`config.mk`:
```
export PLATFORM = sky130hd
export DESIGN_NAME = differential_drive_odometry
export DESIGN_NICKNAME = d
export VERILOG_FILES = /design/src/rtl/ddo_pkg.sv /design/src/rtl/differential_drive_odometry.sv /design/src/rtl/ddo_ctrl.sv /design/src/rtl/ddo_datapath.sv
export SDC_FILE = /design/constraint.sdc
export NUM_CORES = 2
export LEC_CHECK = 0
export ABC_AREA = 1
export BUFFER_PORTS_ARGS = -buffer_cell sky130_fd_sc_hd__buf_2
export CORE_MARGIN = 1.5
export CORE_UTILIZATION = 60
export DETAILED_ROUTE_END_ITERATION = 8
export PLACE_DENSITY = 0.86
export SKIP_LAST_GASP = 1
export SLEW_MARGIN = 20
export SYNTH_ARGS = -nofsm -noshare
export SYNTH_HDL_FRONTEND = slang
export SYNTH_HIERARCHICAL = 1
export SYNTH_SLANG_ARGS = --single-unit
```
`constraint.sdc`:
```
create_clock -name clk -period 26.2 [get_ports clk]
set_input_delay 2.62 -clock clk [delete_from_list [all_inputs] [get_ports clk]]
set_output_delay 2.62 -clock clk [all_outputs]
set_load 0.005 [all_outputs]
```
`src/rtl/ddo_pkg.sv`:
```
// Shared types and constants for the differential drive odometry block.
// Holds the arctangent table, register indexes, reset values and the
// controller-to-datapath command bundle. No dependencies.
`default_nettype none

package ddo_pkg;

    localparam int ATAN_ENTRIES = 30;
    localparam int ATAN_IDX_W   = 5;
    localparam int CFG_INDEX_W  = 2;

    localparam logic [CFG_INDEX_W-1:0] REG_LEFT_SCALE   = 2'd0;
    localparam logic [CFG_INDEX_W-1:0] REG_RIGHT_SCALE  = 2'd1;
    localparam logic [CFG_INDEX_W-1:0] REG_HEADING_GAIN = 2'd2;

    localparam logic [31:0] SCALE_RESET   = 32'h0001_0000;
    localparam logic [31:0] HEADING_RESET = 32'hC000_0000;
    localparam logic [31:0] QUARTER_TURN  = 32'h4000_0000;
    localparam logic [31:0] HALF_TURN     = 32'h8000_0000;
    localparam logic signed [31:0] CORDIC_SEED = 32'sd652032874;
    localparam logic [61:0] ROUND_INC     = 62'h2000_0000;

    typedef enum logic [2:0] {
        OP_DL  = 3'd0,
        OP_DR  = 3'd1,
        OP_TLO = 3'd2,
        OP_THI = 3'd3,
        OP_XLO = 3'd4,
        OP_XHI = 3'd5,
        OP_YLO = 3'd6,
        OP_YHI = 3'd7
    } op_t;

    typedef struct packed {
        logic                  load;
        logic                  reinit;
        logic                  rot_load;
        logic                  rot_step;
        logic [ATAN_IDX_W-1:0] rot_idx;
        logic                  rot_fix;
        logic                  mul_issue;
        logic                  mul_acc;
        op_t                   op;
    } ddo_cmd_t;

    function automatic logic [31:0] atan_bau(input logic [ATAN_IDX_W-1:0] idx);
        logic [31:0] r;
        unique case (idx)
            5'd0:    r = 32'h2000_0000;
            5'd1:    r = 32'h12E4_051E;
            5'd2:    r = 32'h09FB_385B;
            5'd3:    r = 32'h0511_11D4;
            5'd4:    r = 32'h028B_0D43;
            5'd5:    r = 32'h0145_D7E1;
            5'd6:    r = 32'h00A2_F61E;
            5'd7:    r = 32'h0051_7C55;
            5'd8:    r = 32'h0028_BE53;
            5'd9:    r = 32'h0014_5F2F;
            5'd10:   r = 32'h000A_2F98;
            5'd11:   r = 32'h0005_17CC;
            5'd12:   r = 32'h0002_8BE6;
            5'd13:   r = 32'h0001_45F3;
            5'd14:   r = 32'h0000_A2F9;
            5'd15:   r = 32'h0000_517D;
            5'd16:   r = 32'h0000_28BE;
            5'd17:   r = 32'h0000_145F;
            5'd18:   r = 32'h0000_0A30;
            5'd19:   r = 32'h0000_0518;
            5'd20:   r = 32'h0000_028C;
            5'd21:   r = 32'h0000_0146;
            5'd22:   r = 32'h0000_00A3;
            5'd23:   r = 32'h0000_0051;
            5'd24:   r = 32'h0000_0029;
            5'd25:   r = 32'h0000_0014;
            5'd26:   r = 32'h0000_000A;
            5'd27:   r = 32'h0000_0005;
            5'd28:   r = 32'h0000_0003;
            5'd29:   r = 32'h0000_0001;
            default: r = 32'h0000_0000;
        endcase
        return r;
    endfunction

endpackage

`default_nettype wire

```
`src/rtl/differential_drive_odometry.sv`:
```
// Differential drive odometry, top level. Update request: CORDIC_STEPS
// rotation steps, then eight issue/accumulate passes of the shared 33x33
// multiplier, then the result is held until taken; no new request is
// accepted until then. Reinit request: result valid in the cycle after
// accept. Reset (rst_n low, async) restores the origin pose with heading
// -pi/2 and unit scale and gain registers.
`default_nettype none

module differential_drive_odometry #(
    parameter int CORDIC_STEPS           = 16,
    parameter int POSITION_FRACTION_BITS = 8
) (
    input  wire                              clk,
    input  wire                              rst_n,
    input  wire                              in_valid,
    output logic                             in_ready,
    input  wire                              command,
    input  wire  signed [15:0]               left_ticks,
    input  wire  signed [15:0]               right_ticks,
    output logic                             out_valid,
    input  wire                              out_ready,
    output logic signed [31:0]               pose_x,
    output logic signed [31:0]               pose_y,
    output logic signed [31:0]               pose_heading,
    input  wire                              cfg_we,
    input  wire  [ddo_pkg::CFG_INDEX_W-1:0]  cfg_index,
    input  wire  [31:0]                      cfg_data
);

    ddo_pkg::ddo_cmd_t cmd;

    ddo_ctrl #(
        .CORDIC_STEPS (CORDIC_STEPS)
    ) u_ctrl (
        .clk       (clk),
        .rst_n     (rst_n),
        .in_valid  (in_valid),
        .in_ready  (in_ready),
        .command   (command),
        .out_valid (out_valid),
        .out_ready (out_ready),
        .cmd       (cmd)
    );

    ddo_datapath #(
        .POSITION_FRACTION_BITS (POSITION_FRACTION_BITS)
    ) u_datapath (
        .clk          (clk),
        .rst_n        (rst_n),
        .cmd          (cmd),
        .cfg_we       (cfg_we),
        .cfg_index    (cfg_index),
        .cfg_data     (cfg_data),
        .left_ticks   (left_ticks),
        .right_ticks  (right_ticks),
        .pose_x       (pose_x),
        .pose_y       (pose_y),
        .pose_heading (pose_heading)
    );

endmodule

`default_nettype wire

```
`src/rtl/ddo_ctrl.sv`:
```
// Sequencer for the odometry update: rotation steps, then eight multiply
// operations of issue and accumulate, then the result hold (reinit: straight to hold).
// Depends on ddo_pkg for the command bundle and operation codes.
`default_nettype none

module ddo_ctrl #(
    parameter int CORDIC_STEPS = 16
) (
    input  wire              clk,
    input  wire              rst_n,
    input  wire              in_valid,
    output logic             in_ready,
    input  wire              command,
    output logic             out_valid,
    input  wire              out_ready,
    output ddo_pkg::ddo_cmd_t cmd
);

    localparam int STEP_W = $clog2(CORDIC_STEPS);
    localparam logic [STEP_W-1:0] LAST_STEP = STEP_W'(CORDIC_STEPS - 1);

    typedef enum logic [3:0] {
        ST_IDLE = 4'b0001,
        ST_ROT  = 4'b0010,
        ST_MUL  = 4'b0100,
        ST_OUT  = 4'b1000
    } state_t;

    state_t            state_reg, state_next;
    logic [STEP_W-1:0] step_reg, step_next;
    ddo_pkg::op_t      op_reg, op_next;
    logic              phase_reg, phase_next;

    always_comb
    begin
        state_next = state_reg;
        step_next  = step_reg;
        op_next    = op_reg;
        phase_next = phase_reg;

        cmd           = '0;
        cmd.op        = op_reg;
        cmd.rot_idx   = ddo_pkg::ATAN_IDX_W'(step_reg);

        unique case (state_reg)
            ST_IDLE:
            begin
                if (in_valid)
                begin
                    cmd.load = 1'b1;
                    if (command)
                    begin
                        cmd.reinit = 1'b1;
                        state_next = ST_OUT;
                    end
                    else
                    begin
                        cmd.rot_load = 1'b1;
                        step_next    = '0;
                        state_next   = ST_ROT;
                    end
                end
            end
            ST_ROT:
            begin
                cmd.rot_step = 1'b1;
                if (step_reg == LAST_STEP)
                begin
                    state_next = ST_MUL;
                    op_next    = ddo_pkg::OP_DL;
                    phase_next = 1'b0;
                end
                else
                begin
                    step_next = step_reg + 1'b1;
                end
            end
            ST_MUL:
            begin
                if (!phase_reg)
                begin
                    cmd.mul_issue = 1'b1;
                    cmd.rot_fix   = (op_reg == ddo_pkg::OP_DL);
                    phase_next    = 1'b1;
                end
                else
                begin
                    cmd.mul_acc = 1'b1;
                    phase_next  = 1'b0;
                    if (op_reg == ddo_pkg::OP_YHI)
                    begin
                        state_next = ST_OUT;
                    end
                    else
                    begin
                        op_next = ddo_pkg::op_t'(op_reg + 3'd1);
                    end
                end
            end
            ST_OUT:
            begin
                if (out_ready)
                begin
                    state_next = ST_IDLE;
                end
            end
            default:
            begin
                state_next = ST_IDLE;
            end
        endcase
    end

    always_ff @(posedge clk or negedge rst_n)
    begin
        if (!rst_n)
        begin
            state_reg <= ST_IDLE;
            step_reg  <= '0;
            op_reg    <= ddo_pkg::OP_DL;
            phase_reg <= 1'b0;
        end
        else
        begin
            state_reg <= state_next;
            step_reg  <= step_next;
            op_reg    <= op_next;
            phase_reg <= phase_next;
        end
    end

    assign in_ready  = (state_reg == ST_IDLE);
    assign out_valid = (state_reg == ST_OUT);

endmodule

`default_nettype wire

```
`src/rtl/ddo_datapath.sv`:
```
// Datapath: configuration registers, pose state, shift-add rotation unit
// and one shared signed multiplier with its accumulators.
// Depends on ddo_pkg; driven by commands from ddo_ctrl.
`default_nettype none

module ddo_datapath #(
    parameter int POSITION_FRACTION_BITS = 8
) (
    input  wire                                  clk,
    input  wire                                  rst_n,
    input  ddo_pkg::ddo_cmd_t                    cmd,
    input  wire                                  cfg_we,
    input  wire  [ddo_pkg::CFG_INDEX_W-1:0]      cfg_index,
    input  wire  [31:0]                          cfg_data,
    input  wire  signed [15:0]                   left_ticks,
    input  wire  signed [15:0]                   right_ticks,
    output logic signed [31:0]                   pose_x,
    output logic signed [31:0]                   pose_y,
    output logic signed [31:0]                   pose_heading
);

    localparam int SH = 17 - POSITION_FRACTION_BITS;
    localparam logic signed [49:0] RND = 50'sd1 <<< (SH - 1);

    logic [31:0] lts_reg, lts_next;
    logic [31:0] rts_reg, rts_next;
    logic [31:0] hg_reg, hg_next;
    logic [31:0] pos_x_reg, pos_x_next;
    logic [31:0] pos_y_reg, pos_y_next;
    logic [31:0] head_reg, head_next;

    logic signed [15:0] left_reg, left_next;
    logic signed [15:0] right_reg, right_next;
    logic signed [31:0] x_reg, x_next;
    logic signed [31:0] y_reg, y_next;
    logic signed [32:0] z_reg, z_next;
    logic               flip_reg, flip_next;
    logic signed [31:0] cos_reg, cos_next;
    logic signed [31:0] sin_reg, sin_next;
    logic signed [65:0] prod_reg, prod_next;
    logic signed [49:0] dl_reg, dl_next;
    logic signed [49:0] sum_reg, sum_next;
    logic signed [49:0] diff_reg, diff_next;
    logic signed [49:0] travel_reg, travel_next;
    logic [31:0]        turn_reg, turn_next;
    logic [61:0]        acc_reg, acc_next;

    logic signed [31:0] xs, ys;
    logic signed [32:0] at;
    logic [31:0]        ang_plus;
    logic               flip_new;
    logic signed [32:0] mul_a, mul_b;
    logic signed [49:0] prod_lo;

    // rotation unit
    always_comb
    begin
        xs       = x_reg >>> cmd.rot_idx;
        ys       = y_reg >>> cmd.rot_idx;
        at       = $signed({1'b0, ddo_pkg::atan_bau(cmd.rot_idx)});
        ang_plus = head_reg + ddo_pkg::QUARTER_TURN;
        flip_new = ang_plus[31];

        x_next    = x_reg;
        y_next    = y_reg;
        z_next    = z_reg;
        flip_next = flip_reg;
        cos_next  = cos_reg;
        sin_next  = sin_reg;

        if (cmd.rot_load)
        begin
            x_next    = ddo_pkg::CORDIC_SEED;
            y_next    = '0;
            flip_next = flip_new;
            z_next    = 33'($signed(flip_new ? (head_reg ^ ddo_pkg::HALF_TURN) : head_reg));
        end
        else if (cmd.rot_step)
        begin
            if (!z_reg[32])
            begin
                x_next = x_reg - ys;
                y_next = y_reg + xs;
                z_next = z_reg - at;
            end
            else
            begin
                x_next = x_reg + ys;
                y_next = y_reg - xs;
                z_next = z_reg + at;
            end
        end

        if (cmd.rot_fix)
        begin
            cos_next = flip_reg ? -x_reg : x_reg;
            sin_next = flip_reg ? -y_reg : y_reg;
        end
    end

    // multiplier operand select
    always_comb
    begin
        unique case (cmd.op)
            ddo_pkg::OP_DL:
            begin
                mul_a = -(33'(left_reg));
                mul_b = $signed({1'b0, lts_reg});
            end
            ddo_pkg::OP_DR:
            begin
                mul_a = 33'(right_reg);
                mul_b = $signed({1'b0, rts_reg});
            end
            ddo_pkg::OP_TLO:
            begin
                mul_a = $signed({1'b0, diff_reg[31:0]});
                mul_b = $signed({1'b0, hg_reg});
            end
            ddo_pkg::OP_THI:
            begin
                mul_a = 33'($signed(diff_reg[49:32]));
                mul_b = $signed({1'b0, hg_reg});
            end
            ddo_pkg::OP_XLO:
            begin
                mul_a = $signed({1'b0, travel_reg[31:0]});
                mul_b = 33'(cos_reg);
            end
            ddo_pkg::OP_XHI:
            begin
                mul_a = 33'($signed(travel_reg[49:32]));
                mul_b = 33'(cos_reg);
            end
            ddo_pkg::OP_YLO:
            begin
                mul_a = $signed({1'b0, travel_reg[31:0]});
                mul_b = 33'(sin_reg);
            end
            ddo_pkg::OP_YHI:
            begin
                mul_a = 33'($signed(travel_reg[49:32]));
                mul_b = 33'(sin_reg);
            end
            default:
            begin
                mul_a = '0;
                mul_b = '0;
            end
        endcase
    end

    // accumulate, pose and configuration
    always_comb
    begin
        prod_next   = cmd.mul_issue ? (mul_a * mul_b) : prod_reg;
        prod_lo     = $signed(prod_reg[49:0]);
        dl_next     = dl_reg;
        sum_next    = sum_reg;
        diff_next   = diff_reg;
        travel_next = travel_reg;
        turn_next   = turn_reg;
        acc_next    = acc_reg;
        pos_x_next  = pos_x_reg;
        pos_y_next  = pos_y_reg;
        head_next   = head_reg;
        left_next   = left_reg;
        right_next  = right_reg;
        lts_next    = lts_reg;
        rts_next    = rts_reg;
        hg_next     = hg_reg;

        if (cmd.load)
        begin
            left_next  = left_ticks;
            right_next = right_ticks;
        end

        if (cmd.reinit)
        begin
            pos_x_next = '0;
            pos_y_next = '0;
            head_next  = ddo_pkg::HEADING_RESET;
        end

        if (cmd.mul_acc)
        begin
            unique case (cmd.op)
                ddo_pkg::OP_DL:
                begin
                    dl_next = prod_lo;
                end
                ddo_pkg::OP_DR:
                begin
                    sum_next  = dl_reg + prod_lo;
                    diff_next = prod_lo - dl_reg;
                end
                ddo_pkg::OP_TLO:
                begin
                    turn_next   = prod_reg[63:32];
                    travel_next = (sum_reg + RND) >>> SH;
                end
                ddo_pkg::OP_THI:
                begin
                    turn_next = turn_reg + prod_reg[31:0];
                end
                ddo_pkg::OP_XLO, ddo_pkg::OP_YLO:
                begin
                    acc_next = prod_reg[61:0] + ddo_pkg::ROUND_INC;
                end
                ddo_pkg::OP_XHI:
                begin
                    pos_x_next = pos_x_reg + acc_reg[61:30] + {prod_reg[29:0], 2'b00};
                end
                ddo_pkg::OP_YHI:
                begin
                    pos_y_next = pos_y_reg + acc_reg[61:30] + {prod_reg[29:0], 2'b00};
                    head_next  = head_reg + turn_reg;
                end
                default:
                begin
                    dl_next = dl_reg;
                end
            endcase
        end

        if (cfg_we)
        begin
            priority if (cfg_index == ddo_pkg::REG_LEFT_SCALE)
            begin
                lts_next = cfg_data;
            end
            else if (cfg_index == ddo_pkg::REG_RIGHT_SCALE)
            begin
                rts_next = cfg_data;
            end
            else if (cfg_index == ddo_pkg::REG_HEADING_GAIN)
            begin
                hg_next = cfg_data;
            end
            else
            begin
                hg_next = hg_reg;
            end
        end
    end

    always_ff @(posedge clk or negedge rst_n)
    begin
        if (!rst_n)
        begin
            lts_reg   <= ddo_pkg::SCALE_RESET;
            rts_reg   <= ddo_pkg::SCALE_RESET;
            hg_reg    <= ddo_pkg::SCALE_RESET;
            pos_x_reg <= '0;
            pos_y_reg <= '0;
            head_reg  <= ddo_pkg::HEADING_RESET;
        end
        else
        begin
            lts_reg   <= lts_next;
            rts_reg   <= rts_next;
            hg_reg    <= hg_next;
            pos_x_reg <= pos_x_next;
            pos_y_reg <= pos_y_next;
            head_reg  <= head_next;
        end
    end

    always_ff @(posedge clk)
    begin
        left_reg   <= left_next;
        right_reg  <= right_next;
        x_reg      <= x_next;
        y_reg      <= y_next;
        z_reg      <= z_next;
        flip_reg   <= flip_next;
        cos_reg    <= cos_next;
        sin_reg    <= sin_next;
        prod_reg   <= prod_next;
        dl_reg     <= dl_next;
        sum_reg    <= sum_next;
        diff_reg   <= diff_next;
        travel_reg <= travel_next;
        turn_reg   <= turn_next;
        acc_reg    <= acc_next;
    end

    assign pose_x       = $signed(pos_x_reg);
    assign pose_y       = $signed(pos_y_reg);
    assign pose_heading = $signed(head_reg);

endmodule

`default_nettype wire

```
Word-level counts from Yosys, hierarchy flattened
Memories as Yosys holds them, arrays and structs flattened. Cells that the tools add are included. W data, S select, Z words.

Multipliers: 1. Shift-type cells: 2. Multiplexer cells: 46. Equal/unequal tests: 22. Bitwise gates (word level): 3. Reductions and logical operators: 23. $add $sub $neg: 22.

Operators with widths (count): $mux W32 (14); $add A32 B32 Y32 (8); $pmux W33 S6 (1); $pmux W33 S5 (1); $mux W33 (3); $mul A33 B33 Y64 (1); $neg A32 Y32 (2); $pmux W32 S2 (1); $sshr A32 B4 Y32 (2); $sub A32 B32 Y32 (2); $add A62 B30 Y62 const B (1); $add A50 B10 Y50 const B (1); $add A50 B50 Y50 (1); $sub A50 B50 Y50 (1); $mux W4 (9); $add A33 B33 Y33 (1); $neg A16 Y33 (1); $sub A33 B33 Y33 (1); $add A32 B31 Y32 const B (1); $mux W3 (6); $pmux W4 S4 (1); $reduce_and A2 Y1 (7); $eq A3 B3 Y1 const B (4); $reduce_and A4 Y1 (3); 24 further kinds (46).

Bits in read-only memories: 960. Input bits: 72. Register bits: 747. Memories: 1. Output and inout bits: 98. Logic and storage cells: 145.

Memory list: (no name shown) (words 32, width 30, rd ports 1, clocked after memory_dff 0, wr ports 0, line ddo_pkg.sv:48) `unique case (idx)`.

Logic depth before layout (Yosys ltp)
Depth in word-level cells: 6. Depth in mapped cells: 46. Gate-level depth less buffers: 45.

Hierarchy
The synthesis kept the hierarchy.

By module, submodules not included: ddo_datapath (area each 90465.5 um^2, cells each 11147, sequential area each 19334.8 um^2, times used 1); ddo_ctrl (area each 767.0 um^2, cells each 100, sequential area each 301.5 um^2, times used 1).

Worst setup path after synthesis
OpenSTA, ideal clock, no wires.

Path kind: flip-flop to flip-flop. Start: reg u_datapath.left_reg[0]. End: reg u_datapath.prod_reg[56], data pin. Path slack: 16.988 ns. Clock period less this slack: 9.212 ns. Cell stages (with the launch flop): 40. Path buffers: 2. Data required time: 25.941 ns. Data arrival time: 8.953 ns. Library setup time: 0.259 ns. Path through: edfxtp_1 inv_1 ha_1 nand2_1 nor2_1 inv_1 nor2_1 inv_1 nor3_4 nand4_1 nor3_1 nand2_1 ha_1 o22ai_1 clkbuf_1 clkbuf_1 nor2_1 fa_1 (+4 left out) inv_1 fa_1 fa_1 fa_1 inv_1 fa_1 inv_1 ha_1 nand2_1 nor2_1 inv_1 nor4_1 nand2_1 o211ai_1 nand2_1 nand2_1 a21oi_1 xnor2_1.

Word-level cells in the longest chain between the ends: 3.

RTL lines: from (decl) (line ddo_datapath.sv:32) `logic signed [15:0] left_reg, left_next;`; from (signal assigned) (line ddo_datapath.sv:272) `left_reg <= left_next;`; $neg A16 Y33 (line ddo_datapath.sv:107) `mul_a = -(33'(left_reg));`; $pmux W33 S6 (line ddo_datapath.sv:104) `unique case (cmd.op)`; $mul A33 B33 Y64 (line ddo_datapath.sv:156) `prod_next = cmd.mul_issue ? (mul_a * mul_b) : prod_reg;`; to (signal assigned) (line ddo_datapath.sv:280) `prod_reg <= prod_next;`; to (decl) (line ddo_datapath.sv:40) `logic signed [65:0] prod_reg, prod_next;`.

No other way between the ends. A chain may end at the register's enable or synchronous reset.

Worst setup path in the final report
Start: reg u_ctrl.op_reg[2]. End: reg u_datapath.prod_reg[36], data pin.

Word-level cells in the longest chain between the ends: 4. Elaborated cells on any way between the ends: 16. Those cells by class: 1 x mul; 7 x eq/ne; 2 x mux; 6 x reduce/logical.

RTL lines: from (decl) (line ddo_ctrl.sv:31) `ddo_pkg::op_t op_reg, op_next;`; from (signal assigned) (line ddo_ctrl.sv:120) `op_reg <= ddo_pkg::OP_DL;`; from (signal assigned) (line ddo_ctrl.sv:127) `op_reg <= op_next;`; $eq A3 B3 Y1 / $eq A3 B2 Y1 (equally long branches) (line ddo_datapath.sv:104); $reduce_or A2 Y1 (no source line); $pmux W33 S6 / $pmux W33 S5 (equally long branches) (line ddo_datapath.sv:104); $mul A33 B33 Y64 (*) (line ddo_datapath.sv:156).

Mark *: on every way between the ends. The rest lies on a longest branch, timed or not.

==> results.md <==
* Time the final worst path needs with I/O delays and setup at 11.58 ns
* Result of the run: finished clean
* Number of setup violations in the final report at 0
* Number of design-rule violations left by the first detailed-router iteration at 9,825
* Root buf cell: clkbuf_16
* Biggest fanout along the worst timing path at 33
* Crit end category: register
* Die boundary width at 392.9 um
* Remaining DRCs at 0
* Synth async-reset ratio at 28.77%
* Antenna violations before repair at 17
* Number of pins exceeding their max-slew limit in the final report at 0
* Sinks on the clock net at 709
* Highest-count cells in the layout ignoring fill and taps: nand2_1, inv_1, fa_1
* Deepest clock path buffer count at 3
* Unique cell type count in the Yosys netlist at 82
* Setup repair after global routing missed its margin: no
* Largest net degree at the start of global routing at 81
* Period Utilization, post-route at 44.19%
* Slowest stage cell on the critical path: clkinv_1
* Routed wire per std cell at 25.25 um
* Area growth from synthesis to layout at 5.852%
* Data required time at the worst endpoint at 26.64 ns
* Worst hold path class: reg2reg
* Number of levels the H-tree was split into at 3
* Clk slew on worst S/H paths at 0.06 ns
* Sequential-to-total area share from yosys stat at 21.52%
* Worst path max stage delay at 0.75 ns
* Most common cell after layout, fill and taps aside: nand2_1
* Max Clk Rate at 86.37 MHz
* Half-perimeter wire length after detailed placement at 268,300 um
* Mapped cell area at 91,230 sq um
* Antenna violation net count after detailed routing at 0
* Clock tree from TritonCTS: done
* Most common flop cell mapped by yosys: edfxtp_1
* Largest register FFs at 64
* Number of synthesized flops with an enable pin at 441
* Layout cells sized above 1 at 5.960%
* Endpoint arrival time on the critical path at 12.02 ns
* # Post-CTS Setup Buffers at 0
* Detailed-router iteration count before antenna repair at 7
* Total global routing overflow at 0
* Worst Max-Slew Pin Slew at 1.120 ns
* Number of register bits inferred by synthesis at 709
* Ports placed on the boundary at 170
* Crit-path most repeated cell: ha_1
* Endpoints failing hold at 0
* Number of I/O port buffers at 169
* Number of global-route vias before repair at 81.84k
* DIE AREA at 154,400 sq um
* Wire length of the first global-routing pass at 502,100 um
* Number of violations of the max-capacitance limit at 0
* Nets at 13.04k
* Worst skew pair latency at 0.73 ns
* Startpoint types: register
* Initial Utilization at 60.70%
* Layout Skew at 0.07447 ns
* Chip height at 392.9 um
* Total vias in the final route at 81.72k
* Synthesized instance count at 11.25k
* Number of vias per cell at 6.139
* Synth Net Count at 13.06k
* Total Routing Usage GR at 43.70%
* Sum of negative setup slack at 0 ns
* Startpoint-to-endpoint class of the critical path: reg2reg
* Normalized max-slew margin at 24.72%
* Mean cell area of the mapped netlist at 8.112 sq um
* Total clock buffers created by CTS at 83
* Drt total wl at 336,100 um
* Ys Warns at 6
* Cts repair resizes at 0
* Core Area at 150,300 sq um
* Global placer's final weighted congestion at 1.040
* Hold-fix buffers at CTS at 0
* Core Rows at 142
[critical path: cells and delay by family (launching register included)]
kind	cells	cell delay, ns
buffers and inverters	8	2.65
and+or+nand+nor	5	1.12
DFF	1	0.56
AOI/OAI and AO/OA	9	3.19
xor gates and xnor gates	1	0.23
adders and majority gates	9	3.45
[path summary, 6_finish.rpt]
kind | to | slack (ns) | cells past startpoint | from
max reg2reg | u_datapath/prod_reg[36] | 14.62 | 32 | u_ctrl/op_reg[2]
max in group asynchronous | u_datapath/lts_reg[19] | 21.97 | 3 | rst_n
max | u_datapath/prod_reg[36] | 14.62 | 32 | u_ctrl/op_reg[2]
min reg2reg | u_ctrl/phase_reg | 0.48 | 2 | u_ctrl/phase_reg
min | u_ctrl/phase_reg | 0.48 | 2 | u_ctrl/phase_reg
min in group asynchronous | u_datapath/pose_x[29] | 1.91 | 1 | rst_n
[synthesized netlist by cell type, types with 8 or more instances]
master	n	share of area (%)
buf_6	19	0.23
xnor2_1	121	1.2
o21ai_0	604	3.3
a21boi_0	24	0.20
nor2_1	1166	4.8
nand3_1	458	2.5
o21a_1	43	0.35
nor3_1	102	0.56
edfxtp_1	441	15
clkinv_1	20	0.082
xor2_1	348	3.3
o31ai_1	12	0.099
nand3_2	17	0.19
a221oi_1	25	0.24
buf_1	9	0.037
o22ai_1	26	0.18
buf_2	78	0.43
nor2_4	8	0.099
nor2_2	22	0.15
nand4_1	111	0.76
o21ai_2	18	0.17
a21oi_1	615	3.4
nor4_1	34	0.23
o221ai_1	21	0.20
dfxtp_1	64	1.4
a22o_1	24	0.23
inv_1	2052	8.4
or2_2	37	0.25
a21o_1	27	0.22
clkbuf_1	244	1.0
nand3b_1	10	0.082
dfrtp_1	198	5.4
o211ai_1	48	0.39
fa_1	1191	26
nand2_1	2089	8.6
ha_1	549	7.5
nand2_2	39	0.27
a31oi_1	86	0.59
nor3_2	9	0.099
a22oi_1	9	0.074
buf_4	51	0.42
o21ai_1	53	0.29
inv_2	21	0.086
o21bai_1	23	0.19
nand2_4	10	0.12
[stage by stage]
stage	instance area, sq um	hold slack [ns]	utilization [%]	setup WS (ns)	std cells
global placement	93690	0.4552	62.33	14.97	13160
finish	96570	0.4832	64.25	14.62	13310
global route	96560	0.5128	64.24	14.26	13310
floorplan	91230	0.4082	-	16.99	11250
detailed placement	93720	0.4713	62.35	15.01	13160
CTS	96540	0.4856	64.23	14.87	13310
[layout make-up]
cell class                 instances  area (sq um)
multi-input combinational       8036         61840
fill                           12860         53740
sequential                       709         19640
inverter                        2095          7871
tap                             2016          2522
clock buffer                     105          2211
timing repair buffer             301          1871
clock inverter                    46         604.3
antenna                            4         10.01
[layer usage]
metal | part of all wire [%] | wire length (um) | global-route usage, %
met5 | 0.079 | 264 | 0.5104
met4 | 6.9 | 23090 | 25.10
met3 | 12 | 39590 | 11.23
met2 | 44 | 148700 | 67.17
met1 | 37 | 124500 | 56.05
[cells by family (layout without fill, tap and decap cells)]
family                   after synthesis  after routing  synth area share, %
AND/OR/NAND/NOR                     4134           4134                18.95
buffers and inverters               2502           2547                10.86
adder cells (fa/ha/maj)             1740           1740                33.66
AO/OA/AOI/OAI                       1691           1691                10.49
flip-flops                           709            709                21.52
XOR/XNOR                             469            469                4.502
other                                  1              5             0.004110
multiplexers                           1              1              0.01097
Power is not shown: default switching activity piles up to over one toggle a cycle in this logic, so the estimate is an artifact.
